==> src/rtl/lfsb_pkg.sv <==
// Package for the leftmost-fill stack bank: sizes, field widths, operation and
// status codes, and the request word of the shared compare unit.
// No dependencies.
`timescale 1ns / 1ps
package lfsb_pkg;

  localparam int NUM_STACKS   = 16;
  localparam int MAX_CAPACITY = 16;
  localparam int DATA_WIDTH   = 32;

  // Fixed field widths of the stream words
  localparam int FUNC_W  = 2;
  localparam int VALUE_W = 32;
  localparam int SEL_W   = 4;
  localparam int STAT_W  = 2;
  localparam int CFG_W   = 5;

  // Derived sizes
  localparam int SIDX_W    = $clog2(NUM_STACKS);
  localparam int CNT_W     = $clog2(MAX_CAPACITY + 1);
  localparam int SLOT_W    = $clog2(MAX_CAPACITY);
  localparam int ADDR_W    = SIDX_W + SLOT_W;
  localparam int RAM_DEPTH = NUM_STACKS * MAX_CAPACITY;

  // Stream word widths, padded to whole bytes
  localparam int IN_BITS  = FUNC_W + VALUE_W + SEL_W;
  localparam int OUT_BITS = VALUE_W + STAT_W + SEL_W;
  localparam int IN_W     = ((IN_BITS + 7) / 8) * 8;
  localparam int OUT_W    = ((OUT_BITS + 7) / 8) * 8;

  localparam logic [CFG_W-1:0] CAP_RESET = CFG_W'(16);

  typedef enum logic [FUNC_W-1:0] {
    FUNC_PUSH   = 2'd0,
    FUNC_POP    = 2'd1,
    FUNC_POP_AT = 2'd2
  } func_t;

  typedef enum logic [STAT_W-1:0] {
    ST_OK    = 2'd0,
    ST_EMPTY = 2'd1,
    ST_FULL  = 2'd2
  } status_t;

  // Request to the shared compare unit
  typedef struct packed {
    logic [CNT_W-1:0] count;
    logic [CNT_W-1:0] cap;
    logic             want_room;
  } cmp_req_t;

endpackage

==> src/rtl/lfsb_cmp.sv <==
// Shared fill-count compare unit: room-left test for push, non-empty test
// for pop. Depends on lfsb_pkg.
`timescale 1ns / 1ps
module lfsb_cmp (
  input  lfsb_pkg::cmp_req_t req,
  output logic               hit
);

  // Room below capacity, or at least one plate present
  always_comb begin
    if (req.want_room) begin
      hit = (req.count < req.cap);
    end else begin
      hit = (req.count != '0);
    end
  end

endmodule
==> config.mk <==
export PLATFORM = sky130hd
export DESIGN_NAME = lfsb_cmp
export DESIGN_NICKNAME = d
export VERILOG_FILES = /design/src/rtl/lfsb_pkg.sv /design/src/rtl/lfsb_cmp.sv
export SDC_FILE = /design/constraint.sdc
export NUM_CORES = 1
export LEC_CHECK = 0
export BUFFER_PORTS_ARGS = -buffer_cell sky130_fd_sc_hd__buf_2
export CAP_MARGIN = 0
export CORE_AREA = 2 2 39 41
export DETAILED_ROUTE_END_ITERATION = 7
export DIE_AREA = 0 0 41 43
export GPL_TIMING_DRIVEN = 0
export PLACE_DENSITY_LB_ADDON = 0.1
export SLEW_MARGIN = 5
export SYNTH_ARGS = -nofsm -noshare
export SYNTH_HDL_FRONTEND = slang
export SYNTH_SLANG_ARGS = --single-unit
==> constraint.sdc <==
create_clock -name vclk -period 1
set_clock_uncertainty 0.1 [all_clocks]
set_input_delay 0.05 -clock vclk [all_inputs]
set_output_delay 0.05 -clock vclk [all_outputs]
set_load 0.01 [all_outputs]
Word-level counts from Yosys, hierarchy flattened
Index checks and enable logic that the tools add are counted.
{"block": "word_totals", "wordCells": 3, "ff_bits": 0}
{"block": "classes", "muxes": 1, "n_reduce_logical": 1, "order_cmp": 1}
{"operator": "less-than comparator 5 bit", "count": 1}
{"operator": "nonzero test 5 bit", "count": 1}
{"operator": "two-way mux 1 bit", "count": 1}

Longest topological paths before layout
{"block": "logic_depth", "depth_word": 2, "ltp_mapped": 5}

Worst setup path after synthesis
No wires, ideal clock.
{"block": "synth_path", "kind": "in2out", "from": "input port req[5] (netlist name)", "to": "output port hit", "arrival_time_ns": 0.829, "cell_stages": 5, "path_slack_ns": 0.021, "required_time_ns": 0.850, "path_buffers": 0, "path_cell_list": "inv_1 -> ha_1 -> a21o_1 -> a22o_1 -> a21oi_2"}
{"block": "synth_between", "elab_chain_cells": 2}
{"element": "start: declaration", "line_no": "lfsb_cmp.sv:5", "rtl": "input lfsb_pkg::cmp_req_t req,"}
{"element": "less-than comparator 5 bit", "line_no": "lfsb_cmp.sv:12", "rtl": "hit = (req.count < req.cap);"}
{"element": "two-way mux 1 bit", "line_no": "lfsb_cmp.sv:11", "rtl": "if (req.want_room) begin"}
{"element": "end: declaration", "line_no": "lfsb_cmp.sv:6", "rtl": "output logic hit"}
Every way passes these cells.

Final worst setup path
{"block": "layout_path", "from": "input port req[10] (netlist name)", "to": "output port hit"}
{"block": "layout_between", "elab_chain_cells": 2, "elab_cells_between_ends": 3, "classes_between": "order compare: 1; mux: 1; reduce/logical: 1"}
{"element": "less-than comparator 5 bit or nonzero test 5 bit (tied branches)", "line_no": "lfsb_cmp.sv:12, lfsb_cmp.sv:14"}
{"element": "two-way mux 1 bit *", "line_no": "lfsb_cmp.sv:11"}
Every way passes the cells marked *; elsewhere a longest branch is shown, timed or not.

==> flow_metrics.env <==
export IMPL_status="finished with violations"
export IMPL_violations="negative setup slack"
export IMPL_seq_cell_count=0
export IMPL_synth_cells=18
export IMPL_num_nets_final=47
export IMPL_synth_top_area_cell="ha_1"
export IMPL_relSlewSlack_pct=89.5
export IMPL_yosysTopAreaCellShare_pct=39.6
export IMPL_syn_area_per_cell_sq_um=7.02
export IMPL_area_growth_pct=101
export IMPL_grt_use_met3_pct=0
export IMPL_worstHoldEndpoint="hit"
export IMPL_hold_viol_final=0
export IMPL_vias=164
export IMPL_rsz0062_at_grt="true"
export IMPL_drv_slew=0
export IMPL_max_freq_mhz=924
export IMPL_critPathKind="in2out"
export IMPL_hold_start="req[0]"
export IMPL_cts_setup_buffers=0
export IMPL_finalCriticalPeriod_ps=1080
export IMPL_power_mw=0.0928
export IMPL_critPathLaunchType="input port"
export IMPL_routabilityCongestion=0.666
export IMPL_vias_per_cell=3.57
export IMPL_min_delay_path_class="in2out"
export IMPL_diodes=0
export IMPL_hold_path_depth=4
export IMPL_wl_per_cell_um=7.37
export IMPL_chipHeight_um=43
export IMPL_antenna_found_initial=0
export IMPL_grt_pass1_wl_um=593
export IMPL_setup_tns_ps=-82.4
export IMPL_busiest_layer="met2"
export IMPL_arrival_ps=930
export IMPL_final_period_utilization_pct=108
export IMPL_grt_use_met1_pct=5.06
export IMPL_synth_warnings=0
export IMPL_synth_top_cells_by_area="ha_1, inv_1, nor3_1"
export IMPL_cp_end_kind="primary output"
export IMPL_p_per_area_nw_per_um2=366
export IMPL_drive_gt1_share_pct=56.7
export IMPL_hpwl_um=326
export IMPL_peakVddDrop_uv=86.0
export IMPL_finalSetupViolCount=1
export IMPL_tightest_slew_ps=156
export IMPL_drt_iter0_markers=0
export IMPL_hold_buffers=0
export IMPL_clkbuf_count=0
export IMPL_syn_nets=33
export IMPL_synth_seq_area_share_pct=0
export IMPL_row_count=14
export IMPL_grt_overflow_total=0
export IMPL_grt_max_degree=4
export IMPL_cp_max_fo=2
export IMPL_initial_core_util_pct=9.13
export IMPL_syn_area_sq_um=126
export IMPL_grt_pass1_vias=164
export IMPL_routed_wl_um=339
export IMPL_ant_nets=0
export IMPL_multi_input_area_sq_um=140
export IMPL_synth_cell_types=11
export IMPL_drcViolationCount=0
export IMPL_n_fill_cell=161
export IMPL_maxCapViolCount=0
export IMPL_die_w_um=41
export IMPL_p_leak_nw=0.132
export IMPL_ios=12
export IMPL_gr_usage_all_layers_pct=4.30
export IMPL_firstDrtPassIters=1
export IMPL_setup_ws_ps=-82.4
export IMPL_fin_hold_ws_ps=387
export IMPL_die_area_sq_um=1760
export IMPL_placeableCoreArea_sq_um=1380
export IMPL_use_met2_pct=8.44
export IMPL_io_buffers=12
export IMPL_preCtsSetupSlack_ps=-171
export IMPL_synth_common_cells="ha_1, inv_1, nor3_1"
export IMPL_required_ps=850
export IMPL_final_seq_area_sq_um=0
report_power, final:
| part | internal, mW | total, mW | switching, mW | leakage (nW) |
|---|---|---|---|---|
| Combinational | 0.0538 | 0.0928 | 0.0391 | 0.132 |
| Sequential | 0 | 0 | 0 | 0 |
| Clock | 0 | 0 | 0 | 0 |
worst max path at each step:
stage,cells after the start,start,endpoint,slack (ps)
after floorplan,5,req[5],hit,20
after global placement,7,req[5],hit,-170
after detailed placement,7,req[5],hit,-170
after CTS,6,req[10],hit,-100
after global routing,7,req[5],hit,-140
final,6,req[10],hit,-80
what timing repair did:
action	CTS	global route
gates cloned	0	0
resized for setup	8	2
setup endpoints to repair	1	1
pin swaps	1	0
metal layers:
metal	wire (um)	share of wire, %
met4	0	0
met2	192	57
met3	25	7.4
met1	120	35
met5	0	0
logic make-up after synthesis:
logic type / after synthesis / share of synthesized area [%]
fa+ha+maj: 4 / 39.6
simple gates: 5 / 20.8
buf+inv: 4 / 11.9
compound gates: 5 / 27.7
final cells by class:
| class | instances | share of cell area (%) |
|---|---|---|
| multi-input cells | 14 | 55.2 |
| well taps | 16 | 7.88 |
| repair buffers | 12 | 30.0 |
| inverters | 4 | 6.90 |
per-stage QoR:
step / std cells / area, sq um / util (%)
floorplan: 18 / 126 / -
global placement: 46 / 206 / 14.9
detailed placement: 46 / 206 / 14.9
CTS: 46 / 238 / 17.2
global route: 46 / 254 / 18.4
finish: 46 / 254 / 18.4
cells in the final DEF (no fill, tap or decap):
master	count
buf_8	1
and3_1	1
a21oi_2	2
a22o_1	1
nor2b_1	1
ha_1	2
ha_4	2
nand2_1	1
inv_1	3
buf_2	10
a21o_1	1
buf_6	1
inv_4	1
o21ai_1	1
nor3_1	2
worst max-delay path: stages:
cell and delay, ps:
buf_8 100, ha_4 220, a21o_1 150, a22o_1 180
a21oi_2 100, buf_2 130
(Power assumes the default switching activity.)
